File: src/rtl/core/bbrp_pkg.sv
// ----------------------------------------------------------------------------
// bbrp_pkg
// Shared types and constants for the banked bitmap RAM port.
// ----------------------------------------------------------------------------
package bbrp_pkg;

   localparam int BANK_SHIFT = 13;
   localparam int ADDR_W     = 20;
   localparam int CSR_AW     = 5;
   localparam int CSR_DW     = 32;

   localparam logic [7:0] FIELD_4BPP = 8'h0f;
   localparam logic [7:0] FIELD_2BPP = 8'h03;

   localparam logic [4:0] RAM_BITS_RESET = 5'd18;

   // register index, byte address / 4
   localparam logic [2:0] REG_HOST_BANK   = 3'd0;
   localparam logic [2:0] REG_COPROC_BANK = 3'd1;
   localparam logic [2:0] REG_BITMAP_VIEW = 3'd2;
   localparam logic [2:0] REG_TWO_BPP     = 3'd3;
   localparam logic [2:0] REG_RAM_BITS    = 3'd4;

   typedef enum logic [1:0] {
      FUNC_HOST_RD = 2'd0,
      FUNC_HOST_WR = 2'd1,
      FUNC_COP_RD  = 2'd2,
      FUNC_COP_WR  = 2'd3
   } func_type;

   typedef enum logic {
      ST_IDLE = 1'b0,
      ST_EXEC = 1'b1
   } state_type;

   typedef struct packed {
      logic [4:0] host_bank;
      logic [6:0] coproc_bank;
      logic       bitmap_view;
      logic       two_bpp;
      logic [4:0] ram_addr_bits;
   } cfg_type;

   // decoded access, held for the execute cycle
   typedef struct packed {
      logic       is_write;
      logic       is_pixel;
      logic       no_ram;
      logic [2:0] shift;
      logic [7:0] field;
   } acc_type;

endpackage

File: src/rtl/core/bbrp_csr.sv
// ----------------------------------------------------------------------------
// bbrp_csr
// Configuration register file behind the APB-style port.
// ----------------------------------------------------------------------------
module bbrp_csr (
   input  logic                           clock,
   input  logic                           reset,
   input  logic                           psel,
   input  logic                           penable,
   input  logic                           pwrite,
   input  logic [bbrp_pkg::CSR_AW-1:0]    paddr,
   input  logic [bbrp_pkg::CSR_DW-1:0]    pwdata,
   output logic [bbrp_pkg::CSR_DW-1:0]    prdata,
   output bbrp_pkg::cfg_type              cfg
);
   import bbrp_pkg::*;

   cfg_type    cfg_ff;
   cfg_type    cfg_in;
   logic [2:0] idx;
   logic       wr;

   assign idx = paddr[CSR_AW-1:2];
   assign wr  = psel && penable && pwrite;

   always_comb begin
      cfg_in = cfg_ff;
      if (wr) begin
         case (idx)
            REG_HOST_BANK:   cfg_in.host_bank     = pwdata[4:0];
            REG_COPROC_BANK: cfg_in.coproc_bank   = pwdata[6:0];
            REG_BITMAP_VIEW: cfg_in.bitmap_view   = pwdata[0];
            REG_TWO_BPP:     cfg_in.two_bpp       = pwdata[0];
            REG_RAM_BITS:    cfg_in.ram_addr_bits = pwdata[4:0];
            default:         cfg_in = cfg_ff;
         endcase
      end
   end

   always_ff @(posedge clock) begin
      if (reset) begin
         cfg_ff.host_bank     <= '0;
         cfg_ff.coproc_bank   <= '0;
         cfg_ff.bitmap_view   <= 1'b0;
         cfg_ff.two_bpp       <= 1'b0;
         cfg_ff.ram_addr_bits <= RAM_BITS_RESET;
      end else begin
         cfg_ff <= cfg_in;
      end
   end

   always_comb begin
      case (idx)
         REG_HOST_BANK:   prdata = CSR_DW'(cfg_ff.host_bank);
         REG_COPROC_BANK: prdata = CSR_DW'(cfg_ff.coproc_bank);
         REG_BITMAP_VIEW: prdata = CSR_DW'(cfg_ff.bitmap_view);
         REG_TWO_BPP:     prdata = CSR_DW'(cfg_ff.two_bpp);
         REG_RAM_BITS:    prdata = CSR_DW'(cfg_ff.ram_addr_bits);
         default:         prdata = '0;
      endcase
   end

   assign cfg = cfg_ff;

endmodule

File: config.mk
export PLATFORM = sky130hd
export DESIGN_NAME = bbrp_csr
export DESIGN_NICKNAME = d
export VERILOG_FILES = /design/src/rtl/core/bbrp_pkg.sv /design/src/rtl/core/bbrp_csr.sv
export SDC_FILE = /design/constraint.sdc
export NUM_CORES = 1
export LEC_CHECK = 0
export BUFFER_PORTS_ARGS = -buffer_cell sky130_fd_sc_hd__buf_4
export CAP_MARGIN = 20
export CORE_ASPECT_RATIO = 1.5
export CORE_MARGIN = 3
export CORE_UTILIZATION = 30
export DETAILED_ROUTE_END_ITERATION = 10
export PLACE_DENSITY = 0.59
export SYNTH_ARGS = -nofsm -noshare
export SYNTH_HDL_FRONTEND = slang
export SYNTH_SLANG_ARGS = --single-unit
File: constraint.sdc
create_clock -name clock -period 2.6 [get_ports clock]
set_clock_uncertainty 0.15 [all_clocks]
set_input_delay 0.26 -clock clock [delete_from_list [all_inputs] [get_ports clock]]
set_output_delay 0.26 -clock clock [all_outputs]
set_load 0.01 [all_outputs]
== Word level (Yosys, flattened, before mapping) ==
Cells that the tools add are included.

* Register bits after elaboration: 19

* Mux-type cells: 1
* Equality and inequality tests: 4
* Reduce and logical (&&, ||, !) cells: 8

{| class="wikitable"
|+ Operators by type and width
! operator !! count
|-
| $pmux 7 s5 || 1
|-
| $reduce_and 2->1 || 5
|-
| $eq 3x2->1 const B || 2
|-
| $eq 3x1->1 const B || 1
|-
| $eq 3x3->1 const B || 1
|-
| $logic_not 3->1 || 1
|-
| $logic_and 1x1->1 || 2
|}

== Logic depth before layout (Yosys ltp) ==
* Depth in word-level cells: 3
* Depth in mapped cells: 4

== Least setup slack after synthesis ==
Ideal clock, no wire load.

* Path type: in2out
* From: in paddr[4] in the netlist's numbering
* To: out prdata[0] in the netlist's numbering
* Cell stages on the path: 4
* Required time: 2,190 ps
* Buffers on the path: 1
* Setup slack: 1,273 ps
* Data arrival time: 917 ps
* Path through: buf_2 > and2b_1 > a21oi_1 > o22ai_1

* Word-level cells in the longest chain between the ends: 2
* Elaborated cells between the ends (all ways): 6

{| class="wikitable"
|+ Ends and longest elaborated chain
! item !! RTL line !! text
|-
| start, declared || bbrp_csr.sv:11 || <nowiki>input logic [bbrp_pkg::CSR_AW-1:0] paddr,</nowiki>
|-
| $eq 3x3->1 (tied with other cells) || bbrp_csr.sv:53 || <nowiki>case (idx)</nowiki>
|-
| $pmux 7 s5 (*) || bbrp_csr.sv:53 ||
|-
| end, declared || bbrp_csr.sv:13 || <nowiki>output logic [bbrp_pkg::CSR_DW-1:0] prdata,</nowiki>
|}

Every way passes the cells marked *; elsewhere a longest branch is shown, timed or not.

== Worst setup path after layout ==
* From: reg cfg_ff, in the netlist cfg[5]
* To: out prdata[0] in the netlist's numbering

* Word-level cells in the longest chain between the ends: 1

{| class="wikitable"
|+ Ends and longest elaborated chain
! item !! RTL line !! text
|-
| start, declared || bbrp_csr.sv:18 || <nowiki>cfg_type cfg_ff;</nowiki>
|-
| start signal, assigned || bbrp_csr.sv:48 || <nowiki>cfg_ff <= cfg_in;</nowiki>
|-
| $pmux 7 s5 || bbrp_csr.sv:53 ||
|}

No other way between the ends.

==> results.tsv <==
metric	value	unit
max reg flops	19	
I/O pin cnt	93	
clock slew at reported path FFs	0.07	ns
ANT cells	0	
fin. max-slew vios	0	
FF-to-FF Start	cfg[9]$_SDFFE_PP0P_	
RSZ-0062 raised after global routing	no	
All-Layer GR Usage	11.4	%
Worst R2R End	cfg[9]$_SDFFE_PP0P_	
final wirelength	2.79	mm
asr flop ratio synth	0	%
r2r setup slk	1.80	ns
slowest CP cell	dfxtp_1	
Critical Path RT	2.19	ns
P_leak	0.000718	uW
fraction of layout cells with a size suffix above 1	28.5	%
Core Footprint	3750	um2
total power	583	uW
Place WS	0.969	ns
Peak VDD IR	297	uV
CP Max Fanout	3	
initial antenna violation count	0	
final worst path period share	63.7	%
Die H	83.5	um
Hold WS	0.128	ns
Seq cells post-synth	19	
post-synth cell types	23	
worst hold path stage count	3	
WP data arrival	1.25	ns
Post-Place Cells	204	
fill cell count	384	
total CTS buffers	3	
First-pass DRT Iterations	4	
Pwr per Cell Area	399	nW/um2
GPL Wtd Cong	0.764	
Setup WS post-layout	0.943	ns
Synthesis Warnings	0	
Worst setup SP type	flop	
vias	969	
vias in the first global route	945	
Layout Cells excl Fill	208	
FP Rows	27	
register area share after synthesis	31.6	%
cts hold-fix bufs	0	
dominant synthesized flop cell	dfxtp_1	
ANT nets after route	0	
Remaining DRCs	0	
area of the mapped netlist	1200	um2
critical path capture point type	output port	
die area	4820	um2
met2 Resource Use GR	19.4	%
synth top area cells	dfxtp_1 (32%), mux2i_1 (19%), buf_4 (16%)	
grt ovf	0	
setup TNS	0	ns
Hold Crit Class	input port to flop	
Final Hold Vio Count	0	
fin nets	208	
Layout Area Growth over Synthesis	21.4	%
deepest clock path buffer count	2	
type of the worst setup path	flop to output port	
root buffer cell	clkbuf_8	
die width	57.7	um
Max Clock Freq	603	MHz
average size of a mapped cell	9.25	um2
worst skew pair latency	0.25	ns
Hold EP	cfg[1]$_SDFFE_PP1P_	
global-route wire length before repair	4.46	mm
most frequent cells in the layout	buf_4 (40), conb_1 (25), nand2b_1 (24), mux2i_1 (23), dfxtp_1 (19)	
met3 Use GR	2.94	%
global route hottest layer	met2	
Iter 0 DRT Violations	22	
min Tclk post-route	1.66	ns
CTS tree	yes	
initial core utilization	32.1	%
Synth Instances	130	
H-tree Lvls	1	
area leader, netlist	dfxtp_1	
# port buffers	40	
met1 Use GR	13.9	%
largest net degree at the start of global routing	29	
commonest non-fill, non-tap cell in the layout	buf_4	
Post-CTS Resized	0	
Setup Viol. Count Final	0	
EDFF count, synth	0	
CP cell instances	mux2_2 -> a22oi_1 -> o22ai_1 -> buf_4	
Via density	4.66	
DP Wirelength	2.15	mm
DR WL/cell	13.4	um
status	finished clean	
hold path startpoint	pwdata[1]	
CP max stage delay	0.33	ns
# clock sinks	19	
top-area cell type share of the netlist area	31.6	%
MaxCap Viol Count	0	
R2R depth	2	
post-CTS setup repair buffer count	0	
[metal layers]
metal / share of wire, % / routed length, um / vias to the layer above
li1: - / - / 459
met1: 41 / 1130 / 450
met2: 49 / 1360 / 55
met3: 9.6 / 267 / 5
met4: 1.1 / 30 / 0
met5: 0 / 0 / -
[final cells by class]
cell class	instances	area (um2)	area share (%)
Clock buffer	3	41.3	2.83
Clock inverter	1	5.00	0.343
Multi-Input combinational cell	102	679	46.5
Sequential cell	19	380	26.0
Tap cell	43	53.8	3.68
Timing Repair Buffer	40	300	20.6
[where the power goes]
| group | switching, uW | total, uW | internal [uW] |
|---|---|---|---|
| sequential | 1.82 | 295 | 293 |
| combinational | 47.6 | 82.8 | 35.2 |
| clock | 98.5 | 205 | 106 |
| total | 148 | 583 | 435 |
[cell families after synthesis]
logic type | Yosys count | synth area share, %
AOI/OAI and AO/OA | 7 | 4.47
buffers and inverters | 33 | 19.4
DFF | 19 | 31.6
muxes | 24 | 20.1
other | 1 | 0.312
and+or+nand+nor | 46 | 24.1
[how the worst max path moves through the flow]
| stage | start | endpoint | slack (ns) | cells past startpoint |
|---|---|---|---|---|
| after floorplan | paddr[4] | prdata[0] | 1.27 | 4 |
| after global placement | paddr[2] | prdata[0] | 0.99 | 5 |
| after detailed placement | paddr[4] | cfg[17]$_SDFFE_PP0P_ | 0.97 | 4 |
| after CTS | cfg[5]$_SDFFE_PP0P_ | prdata[0] | 0.93 | 4 |
| after global routing | cfg[5]$_SDFFE_PP0P_ | prdata[0] | 0.86 | 4 |
| final | cfg[5]$_SDFFE_PP0P_ | prdata[0] | 0.94 | 4 |
[synth_stat cells, types with 2 or more instances]
master     instances
buf_4             26
nand2b_1          24
mux2i_1           23
dfxtp_1           19
nor2_1             9
a2bb2oi_1          4
buf_2              3
clkbuf_1           3
and3_1             2
and3b_1            2
nand3_1            2
nor4bb_1           2
[metrics by stage]
stage	area, um2	util (%)
finish	1460	38.9
CTS	1460	38.9
floorplan	1290	-
detailed placement	1410	37.7
global route	1460	38.9
global placement	1410	37.7
[critical path, delay by kind of cell (launching register included)]
kind	cells	cell delay, ns
mux	1	0.26
flops	1	0.33
buf+inv	1	0.15
compound gates	2	0.25
No activity file was read; power rests on OpenSTA's default activity.
