[config.mk]
export PLATFORM = sky130hd
export DESIGN_NAME = bbrp_agu
export DESIGN_NICKNAME = d
export VERILOG_FILES = /design/src/rtl/core/bbrp_pkg.sv /design/src/rtl/core/bbrp_agu.sv
export SDC_FILE = /design/constraint.sdc
export NUM_CORES = 1
export LEC_CHECK = 0
export ABC_AREA = 1
export ABC_CLOCK_PERIOD_IN_PS = 1400
export BUFFER_PORTS_ARGS = -buffer_cell sky130_fd_sc_hd__buf_2
export CAP_MARGIN = 15
export CORE_UTILIZATION = 30
export DETAILED_ROUTE_END_ITERATION = 16
export GPL_ROUTABILITY_DRIVEN = 0
export GPL_TIMING_DRIVEN = 0
export SLEW_MARGIN = 20
export SYNTH_ARGS = -nofsm -noshare
export SYNTH_HDL_FRONTEND = slang
export SYNTH_SLANG_ARGS = --single-unit
[constraint.sdc]
create_clock -name vclk -period 1.4
set_clock_uncertainty 0.15 [all_clocks]
set_input_delay 0.21 -clock vclk [all_inputs]
set_output_delay 0.21 -clock vclk [all_outputs]
set_load 0.05 [all_outputs]
[src/rtl/core/bbrp_pkg.sv]
// ----------------------------------------------------------------------------
// bbrp_pkg
// Shared types and constants for the banked bitmap RAM port.
// ----------------------------------------------------------------------------
package bbrp_pkg;

   localparam int BANK_SHIFT = 13;
   localparam int ADDR_W     = 20;
   localparam int CSR_AW     = 5;
   localparam int CSR_DW     = 32;

   localparam logic [7:0] FIELD_4BPP = 8'h0f;
   localparam logic [7:0] FIELD_2BPP = 8'h03;

   localparam logic [4:0] RAM_BITS_RESET = 5'd18;

   // register index, byte address / 4
   localparam logic [2:0] REG_HOST_BANK   = 3'd0;
   localparam logic [2:0] REG_COPROC_BANK = 3'd1;
   localparam logic [2:0] REG_BITMAP_VIEW = 3'd2;
   localparam logic [2:0] REG_TWO_BPP     = 3'd3;
   localparam logic [2:0] REG_RAM_BITS    = 3'd4;

   typedef enum logic [1:0] {
      FUNC_HOST_RD = 2'd0,
      FUNC_HOST_WR = 2'd1,
      FUNC_COP_RD  = 2'd2,
      FUNC_COP_WR  = 2'd3
   } func_type;

   typedef enum logic {
      ST_IDLE = 1'b0,
      ST_EXEC = 1'b1
   } state_type;

   typedef struct packed {
      logic [4:0] host_bank;
      logic [6:0] coproc_bank;
      logic       bitmap_view;
      logic       two_bpp;
      logic [4:0] ram_addr_bits;
   } cfg_type;

   // decoded access, held for the execute cycle
   typedef struct packed {
      logic       is_write;
      logic       is_pixel;
      logic       no_ram;
      logic [2:0] shift;
      logic [7:0] field;
   } acc_type;

endpackage

[src/rtl/core/bbrp_agu.sv]
// ----------------------------------------------------------------------------
// bbrp_agu
// Address generation: bank mapping, pixel packing and RAM size wrap.
// ----------------------------------------------------------------------------
module bbrp_agu #(
   parameter int RAM_ADDR_WIDTH = 18
) (
   input  bbrp_pkg::cfg_type              cfg,
   input  logic [1:0]                     func,
   input  logic [bbrp_pkg::ADDR_W-1:0]    address,
   output logic [RAM_ADDR_WIDTH-1:0]      ram_addr,
   output bbrp_pkg::acc_type              acc
);
   import bbrp_pkg::*;

   logic [BANK_SHIFT-1:0]   offs;
   logic                    in_window;
   logic [ADDR_W-1:0]       host_full;
   logic [ADDR_W-1:0]       lin_full;
   logic [ADDR_W-1:0]       pix;
   logic [ADDR_W-1:0]       pix_byte;
   logic [ADDR_W-1:0]       full;
   logic [4:0]              bits_sat;
   logic [RAM_ADDR_WIDTH-1:0] mask;
   logic                    cop;

   assign offs      = address[BANK_SHIFT-1:0];
   assign in_window = (address[ADDR_W-1:BANK_SHIFT] == '0);
   assign host_full = in_window ? ADDR_W'({cfg.host_bank, offs}) : address;
   assign lin_full  = ADDR_W'({cfg.coproc_bank[4:0], offs});
   assign pix       = {cfg.coproc_bank, offs};
   assign pix_byte  = cfg.two_bpp ? (pix >> 2) : (pix >> 1);
   assign cop       = (func == FUNC_COP_RD) || (func == FUNC_COP_WR);

   always_comb begin
      if (!cop) begin
         full = host_full;
      end else if (cfg.bitmap_view) begin
         full = pix_byte;
      end else begin
         full = lin_full;
      end
   end

   // installed size saturates at the physical depth
   assign bits_sat = (cfg.ram_addr_bits > 5'(RAM_ADDR_WIDTH)) ?
                     5'(RAM_ADDR_WIDTH) : cfg.ram_addr_bits;

   always_comb begin
      for (int i = 0; i < RAM_ADDR_WIDTH; i++) begin
         mask[i] = (5'(i) < bits_sat);
      end
   end

   assign ram_addr = full[RAM_ADDR_WIDTH-1:0] & mask;

   always_comb begin
      acc.is_write = (func == FUNC_HOST_WR) || (func == FUNC_COP_WR);
      acc.is_pixel = cop && cfg.bitmap_view;
      acc.no_ram   = (cfg.ram_addr_bits == '0);
      if (cfg.two_bpp) begin
         acc.shift = {pix[1:0], 1'b0};
         acc.field = FIELD_2BPP;
      end else begin
         acc.shift = {pix[0], 2'b00};
         acc.field = FIELD_4BPP;
      end
   end

endmodule

Yosys cells after proc, flatten, opt, wreduce, memory -nomap -nowiden:

Index checks and enable logic that the tools add are counted.

* bits in registers: 0
* bits in latches: 0
* memory bits (writable): 0
* memory bits (read-only): 0
* bits of input ports: 41
* output and inout bits: 32
* logic and storage cells: 34
* memories kept: 0

* add/sub/neg operators: 0
* $mul: 0
* div/mod/pow operators: 0
* order comparisons: 19
* equal/unequal tests: 3
* shift-type cells: 0
* multiplexer cells: 6
* bitwise logic cells: 1
* reductions and logical operators: 5

Operator list (count)
* $mux W18: 4
* $lt A4 B5 Y1 const A: 8
* $lt A3 B5 Y1 const A: 4
* $and A18 B18 Y18: 1
* $mux W11: 1
* $lt A1 B5 Y1 const A: 2
* $lt A2 B5 Y1 const A: 2
* $lt A5 B5 Y1 const A: 2
* $logic_not A7 Y1: 1
* $gt A5 B5 Y1 const B: 1
* $logic_not A5 Y1: 1
* $mux W5: 1
* $eq A2 B2 Y1 const B: 2
* $eq A2 B1 Y1 const B: 1
* $logic_or A1 B1 Y1: 2
* $logic_and A1 B1 Y1: 1

Longest topological paths before layout:

Gate-level depths: netlist of the first run.

* depth after elaboration: 4
* depth in mapped cells: 7

Least setup slack after synthesis of the first run:

No wires, ideal clock.

* path type: in2out
* from: in cfg[3] (netlist bit)
* to: out ram_addr[0]
* arrival: 2.094 ns
* setup slack: -1.054 ns
* stages on the path: 4
* path buffers: 0
* cells stage by stage: nor2_1 > nand2_1 > nor3_1 > a21oi_1

* word-level cells in the longest chain between the ends: 4

RTL lines
* from (decl): line bbrp_agu.sv:8 `input bbrp_pkg::cfg_type cfg,`
* $gt A5 B5 Y1: line bbrp_agu.sv:46 `assign bits_sat = (cfg.ram_addr_bits > 5'(RAM_ADDR_WIDTH)) ?`
* $mux W5 *: line bbrp_agu.sv:46
* $lt A1 B5 Y1 *: line bbrp_agu.sv:51 `mask[i] = (5'(i) < bits_sat);`
* $and A18 B18 Y18 *: line bbrp_agu.sv:55 `assign ram_addr = full[RAM_ADDR_WIDTH-1:0] & mask;`
* to (decl): line bbrp_agu.sv:11 `output logic [RAM_ADDR_WIDTH-1:0] ram_addr,`

Mark *: on every way between the ends. The rest lies on a longest branch, timed or not.

Final worst setup path of the first run:

* from: in cfg[6] (netlist bit)
* to: out ram_addr[6]

* word-level cells in the longest chain between the ends: 3

RTL lines
* $mux W18: line bbrp_agu.sv:38 `end else if (cfg.bitmap_view) begin`
* $mux W18: line bbrp_agu.sv:36 `if (!cop) begin`
* $and A18 B18 Y18: line bbrp_agu.sv:55

Every way passes these cells.

==> results of run 1 <==
==> where the power goes <==
group          switching, mW  internal [mW]  total [mW]
clock network              0              0           0
logic                  0.574          0.371       0.945
registers                  0              0           0
==> layout make-up <==
class	count	area (µm²)	share of cell area (%)
Multi-Input combinational cell	153	1059	51.43
Tap cell	31	38.79	1.885
Timing Repair Buffer	76	689.4	33.50
Inverter	27	131.4	6.383
Buffer	14	140.1	6.809
==> worst min-delay path by stage <==
stage | to | slack (ns) | cells past startpoint
after floorplan | acc[11] | 0.34 | 1
after global placement | acc[13] | 0.53 | 2
after detailed placement | acc[13] | 0.53 | 2
after CTS | acc[13] | 0.53 | 2
after global routing | acc[13] | 0.54 | 2
final | acc[13] | 0.53 | 2
==> routing by layer <==
layer / track usage (%) / wire length, µm / vias up
met1: 27.99 / 1495 / 648
met2: 39.12 / 2008 / 59
met3: 1.860 / 216 / 2
met4: 1.394 / 25 / 0
li1: - / - / 756
met5: 0 / 0 / -
==> logic make-up (layout without fill, tap and decap cells) <==
kind of cell | after synthesis | after routing
AO/OA/AOI/OAI | 41 | 41
other | 2 | 7
AND/OR/NAND/NOR | 105 | 105
buffers and inverters | 41 | 117
==> repair_timing <==
item,in CTS,in global routing
setup buffers,6,3
pin swaps,8,17
hold buffers,0,0
cloned,2,0
endpoints found under the setup margin,19,19
gates resized for setup,78,71
==> cell usage after synthesis, types with 2 or more instances <==
cell     number  area share, %
o21ai_1      10            5.7
nor2_1       35             15
nand3_1      10            5.7
o21ai_0       8            4.5
inv_2         4            1.7
buf_6         3            3.8
a21oi_1      18             10
nand2_1      51             22
a22oi_2       3            4.3
buf_4         9            7.7
nand4_1       3            2.1
conb_1        2           0.85
nor3_1        2            1.1
inv_1        23            9.8
==> cells in the final DEF (no fill, tap or decap), types with 9 or more instances in the layout <==
| cell type | instances |
|---|---|
| inv_1 | 16 |
| o21ai_2 | 10 |
| nand2_1 | 37 |
| buf_6 | 22 |
| buf_4 | 15 |
| buf_2 | 37 |
| nor2_4 | 13 |
| nor2_1 | 17 |
| nand2_2 | 14 |
| a21oi_4 | 9 |
==> impl_metrics.env, run 1 <==
export IMPL_fin_hold_ws_ns=0.5320
export IMPL_vdd_drop_max_mv=0.3244
export IMPL_yosysWarnings=0
export IMPL_dpl_cell_area_um2=1449
export IMPL_ant_nets=0
export IMPL_post_place_ws_ns=-0.2700
export IMPL_synth_top_family_by_area="simple AND/OR/NAND/NOR gates"
export IMPL_cp_end_kind="primary output"
export IMPL_synth_simple_gate_area_share_pct=48.94
export IMPL_power_density_nw_per_um2=459.1
export IMPL_clockBufferCount=0
export IMPL_track_usage_pct=21.28
export IMPL_worstPathMaxFanout=5
export IMPL_finalSetupViolCount=11
export IMPL_maxSlewViolCount=0
export IMPL_worstSetupStartpoint="cfg[6]"
export IMPL_synthXorXnorAreaFrac_pct=0
export IMPL_grt_pass1_vias=1251
export IMPL_coreArea_um2=2781
export IMPL_slowest_delay_ns=0.15
export IMPL_seq_area_frac_synth_pct=0
export IMPL_hpwlAfterDp_um=2505
export IMPL_die_h_um=56.23
export IMPL_die_width_um=56.23
export IMPL_antenna_found_initial=0
export IMPL_avgRoutedWirePerCell_um=12.44
export IMPL_diodes=0
export IMPL_vias=1465
export IMPL_grt_overflow=0
export IMPL_status="finished with violations"
export IMPL_arrival_ns=1.16
export IMPL_fin_total_pwr_uw=944.9
export IMPL_synthMuxAreaShare_pct=0
export IMPL_synthAdderAreaFrac_pct=0
export IMPL_path_cells="buf_12 -> nand2_8 -> buf_8 -> buf_6 -> nand2_2 -> o21ai_1 -> nand2_1 -> nor2_4 -> buf_8"
export IMPL_grt_setup_unrepaired="true"
export IMPL_netlist_area_um2=882.1
export IMPL_hold_viol=0
export IMPL_fin_setup_tns_ns=-0.7008
export IMPL_row_count=19
export IMPL_grt_max_degree=12
export IMPL_dp_cells=290
export IMPL_drv_cap=0
export IMPL_required_ns=1.04
export IMPL_fmax_mhz=658.6
export IMPL_die_area_um2=3161
export IMPL_synth_distinct_cells=22
export IMPL_worst_slack_ns=-0.1183
export IMPL_final_area_um2=2058
export IMPL_min_from="func[0]"
export IMPL_drcViolationCount=0
export IMPL_final_nets=313
export IMPL_design_portCount=73
export IMPL_drive_above_1_share_pct=63.70
export IMPL_seq_cells=0
export IMPL_first_iter_violations=21
export IMPL_n_fill_cell=255
export IMPL_via_per_inst=4.867
export IMPL_start_util_pct=31.71
export IMPL_violations="negative setup slack"
export IMPL_synth_compound_area_share_pct=26.24
export IMPL_syn_inst=189
export IMPL_cp_depth=9
export IMPL_crit_family="buffers and inverters"
export IMPL_dr_pass1_iters=4
export IMPL_critPathBufInv=4
export IMPL_post_route_period_util_pct=108.5
export IMPL_final_cells=301
export IMPL_avgSynthCellArea_um2=4.667
export IMPL_syn2layout_area_growth_pct=133.3
export IMPL_port_buffer_count=65
export IMPL_slowest_stage="buf_8"
export IMPL_regArea_um2=0
export IMPL_hp_class="primary input to primary output"
export IMPL_crit_path_end="ram_addr[6]"
export IMPL_grt_pass1_wl_um=5485
export IMPL_leakage_nw=1.003
export IMPL_totalWireLength_um=3745
export IMPL_final_util_pct=74.00
export IMPL_post_route_min_period_ns=1.518
export IMPL_crit_type="primary input to primary output"
export IMPL_critPathMostFrequentCell="buf_8"
export IMPL_critPathLaunchType="primary input"
No activity file was read; power rests on OpenSTA's default activity.
==> run 2: changes to the inputs <==
Settings changed: TNS_END_PERCENT set to 50.
==> impl_metrics.env, run 2 (same netlist as run 1, synthesis figures left out) <==
export IMPL_die_h_um=56.23
export IMPL_maxSlewViolCount=0
export IMPL_drive_above_1_share_pct=57.99
export IMPL_mostFrequentLayoutCell="nand2_1"
export IMPL_fin_setup_tns_ns=-0.6723
export IMPL_track_usage_pct=20.49
export IMPL_post_place_ws_ns=-0.2627
export IMPL_power_density_nw_per_um2=460.2
export IMPL_start_util_pct=31.71
export IMPL_final_nets=312
export IMPL_row_count=19
export IMPL_worst_slack_ns=-0.1253
export IMPL_drcViolationCount=0
export IMPL_hold_viol=0
export IMPL_fin_hold_ws_ns=0.5338
export IMPL_layout_common_cells="nand2_1 (44), buf_2 (35), buf_6 (30)"
export IMPL_post_route_min_period_ns=1.525
export IMPL_dr_pass1_iters=4
export IMPL_port_buffer_count=65
export IMPL_finalSetupViolCount=14
export IMPL_antenna_found_initial=0
export IMPL_regArea_um2=0
export IMPL_grt_pass1_vias=1267
export IMPL_dpl_cell_area_um2=1365
export IMPL_required_ns=1.04
export IMPL_totalWireLength_um=3655
export IMPL_hp_class="primary input to primary output"
export IMPL_post_route_period_util_pct=108.9
export IMPL_final_area_um2=1887
export IMPL_critPathLaunchType="primary input"
export IMPL_status="finished with violations"
export IMPL_leakage_nw=0.9632
export IMPL_crit_type="primary input to primary output"
export IMPL_violations="negative setup slack"
export IMPL_fmax_mhz=655.6
export IMPL_vias=1448
export IMPL_first_iter_violations=57
export IMPL_worstPathMaxFanout=5
export IMPL_avgRoutedWirePerCell_um=12.18
export IMPL_ant_nets=0
export IMPL_grt_setup_unrepaired="true"
export IMPL_cp_end_kind="primary output"
export IMPL_diodes=0
export IMPL_grt_overflow=0
export IMPL_arrival_ns=1.17
export IMPL_design_portCount=73
export IMPL_die_area_um2=3161
export IMPL_clockBufferCount=0
export IMPL_grt_max_degree=12
export IMPL_hpwlAfterDp_um=2441
export IMPL_vdd_drop_max_mv=0.3601
export IMPL_die_width_um=56.23
export IMPL_coreArea_um2=2781
export IMPL_grt_pass1_wl_um=5416
export IMPL_syn2layout_area_growth_pct=113.9
export IMPL_seq_cells=0
export IMPL_drv_cap=0
export IMPL_via_per_inst=4.827
## run 2: cell count changes in the layout (fill, tap and decap cells not counted), moves of 3 or more
cell	change
inv_4	+3
nor2_4	-7
buf_12	-3
buf_6	+8
nand2_1	+7
buf_8	-4
o21ai_0	+3
a21oi_4	-3
o21ai_2	-4
nor2_2	+8
nand2_2	-8
## run 2: path summary, 6_finish.rpt
check	startpoint	endpoint	slack (ns)	cells past startpoint
hold / removal	func[0]	acc[13]	0.53	2
setup / recovery	cfg[6]	ram_addr[1]	-0.13	8
## run 2: layout make-up
class              instances  area [µm²]
well taps                 31       38.79
inverters                 27       121.4
multi-input cells        153       957.2
plain buffers             14       127.6
repair buffers            75       641.9
fillers                  247       894.6
## run 2: routing by layer
layer / vias up / wire (µm) / global-route usage (%)
met5: - / 0 / 0
met4: 0 / 0 / 1.045
met3: 0 / 175 / 1.860
met2: 49 / 1957 / 37.59
met1: 649 / 1522 / 27.07
li1: 750 / - / -
## run 2: worst max-delay path: stages
cell and delay (ns):
buf_12 0.09, nand2_8 0.05, buf_8 0.13, buf_6 0.12, a21oi_2 0.14, o21ai_2 0.10, a21oi_4 0.15, buf_6 0.17
## run 2: power breakdown
group	switching [mW]	leakage [nW]	internal [mW]	total, mW
combinational	0.538	0.963	0.330	0.868
sequential	0	0	0	0
clock	0	0	0	0
## run 2: stage by stage
step	total power, mW	util (%)	cells
global route	0.9182	67.84	300
global placement	0.6631	49.08	290
detailed placement	0.6605	49.08	290
CTS	0.7990	61.00	297
finish	0.8684	67.84	300
floorplan	0.4922	-	194
## run 2: repair_timing
item,4_1_cts,5_1_grt
setup buffers,5,3
cloned,2,0
gates resized for setup,77,55
endpoints found under the setup margin,19,19
hold buffers,0,0
pin swaps,10,22
==> run 3: changes to the inputs <==
Settings changed: ABC_CLOCK_PERIOD_IN_PS 1400 to 1720, RECOVER_POWER set to 25.
Clock period 1.4 ns to 1.72 ns, I/O delays scaled along.
==> impl_metrics.env, run 3 (same netlist as run 1, synthesis figures left out) <==
export IMPL_design_portCount=73
export IMPL_mostFrequentLayoutCell="nand2_1"
export IMPL_coreArea_um2=2781
export IMPL_finalSetupViolCount=0
export IMPL_drive_above_1_share_pct=35.14
export IMPL_totalWireLength_um=2837
export IMPL_post_route_period_util_pct=96.75
export IMPL_worstSetupStartpoint="cfg[6]"
export IMPL_worstMarginPinSlew_ns=0.5921
export IMPL_syn2layout_area_growth_pct=50.07
export IMPL_avgRoutedWirePerCell_um=9.783
export IMPL_dr_pass1_iters=4
export IMPL_power_density_nw_per_um2=398.2
export IMPL_antenna_found_initial=0
export IMPL_post_route_min_period_ns=1.664
export IMPL_seq_cells=0
export IMPL_hpwlAfterDp_um=2392
export IMPL_dpl_cell_area_um2=1292
export IMPL_worst_slack_ns=0.05594
export IMPL_ctsResizeCount=0
export IMPL_vias=1333
export IMPL_track_usage_pct=17.47
export IMPL_die_h_um=56.23
export IMPL_grt_pass1_wl_um=4685
export IMPL_cts_setup_buffers=0
export IMPL_final_util_pct=47.59
export IMPL_grt_overflow=0
export IMPL_via_per_inst=4.597
export IMPL_cp_end_kind="primary output"
export IMPL_critPathLaunchType="primary input"
export IMPL_port_buffer_count=65
export IMPL_hp_class="primary input to primary output"
export IMPL_drv_cap=0
export IMPL_start_util_pct=31.71
export IMPL_row_count=19
export IMPL_regArea_um2=0
export IMPL_final_area_um2=1324
export IMPL_vdd_drop_max_mv=0.2279
export IMPL_dp_cells=290
export IMPL_required_ns=1.31
export IMPL_fin_setup_tns_ns=0
export IMPL_crit_type="primary input to primary output"
export IMPL_fmax_mhz=600.9
export IMPL_grt_max_degree=12
export IMPL_fin_hold_ws_ns=0.7147
export IMPL_ant_nets=0
export IMPL_layout_common_cells="nand2_1 (51), buf_2 (50), nor2_1 (32)"
export IMPL_postCtsHoldBufs=0
export IMPL_diodes=0
export IMPL_die_width_um=56.23
export IMPL_first_iter_violations=42
export IMPL_grt_setup_unrepaired="true"
export IMPL_relSlewSlack_pct=60.70
export IMPL_final_nets=302
export IMPL_clockBufferCount=0
export IMPL_final_cells=290
export IMPL_grt_pass1_vias=1160
export IMPL_post_place_ws_ns=0.02313
export IMPL_hold_viol=0
export IMPL_crit_path_end="ram_addr[1]"
export IMPL_drcViolationCount=0
export IMPL_arrival_ns=1.26
export IMPL_fin_total_pwr_uw=527.1
export IMPL_leakage_nw=0.8029
export IMPL_status="complete, no violations"
export IMPL_worstPathMaxFanout=10
export IMPL_die_area_um2=3161
export IMPL_maxSlewViolCount=0
-- run 3: worst min path at each step --
stage / start / endpoint / slack, ns / cells after the start
final: func[0] / acc[13] / 0.71 / 2
after global routing: func[0] / acc[13] / 0.72 / 2
after CTS: func[0] / acc[13] / 0.63 / 2
after floorplan: cfg[0] / acc[11] / 0.43 / 1
after detailed placement: func[0] / acc[13] / 0.63 / 2
after global placement: func[0] / acc[13] / 0.63 / 2
-- run 3: per-layer routing --
layer / share of wire, % / global-route usage, % / up-vias
li1: - / - / 725
met1: 46 / 25.18 / 554
met2: 46 / 30.61 / 54
met3: 7.7 / 0.6977 / 0
met4: 0 / 0 / 0
met5: 0 / 0 / -
-- run 3: cell type report --
class | instances | area (µm²)
fill | 332 | 1458
timing repair buffer | 65 | 354.1
tap | 31 | 38.79
buffer | 14 | 110.1
multi-input combinational | 153 | 719.4
inverter | 27 | 101.3
-- run 3: critical path, stage by stage --
cell	delay, ns
buf_2	0.14
nand2_2	0.09
buf_6	0.14
buf_6	0.16
nand2_1	0.06
a21oi_1	0.15
clkbuf_4	0.25
-- run 3: power by group --
part | internal [mW] | total (mW) | switching, mW
sequential | 0 | 0 | 0
combinational | 0.161 | 0.527 | 0.367
clock | 0 | 0 | 0
total | 0.161 | 0.527 | 0.367
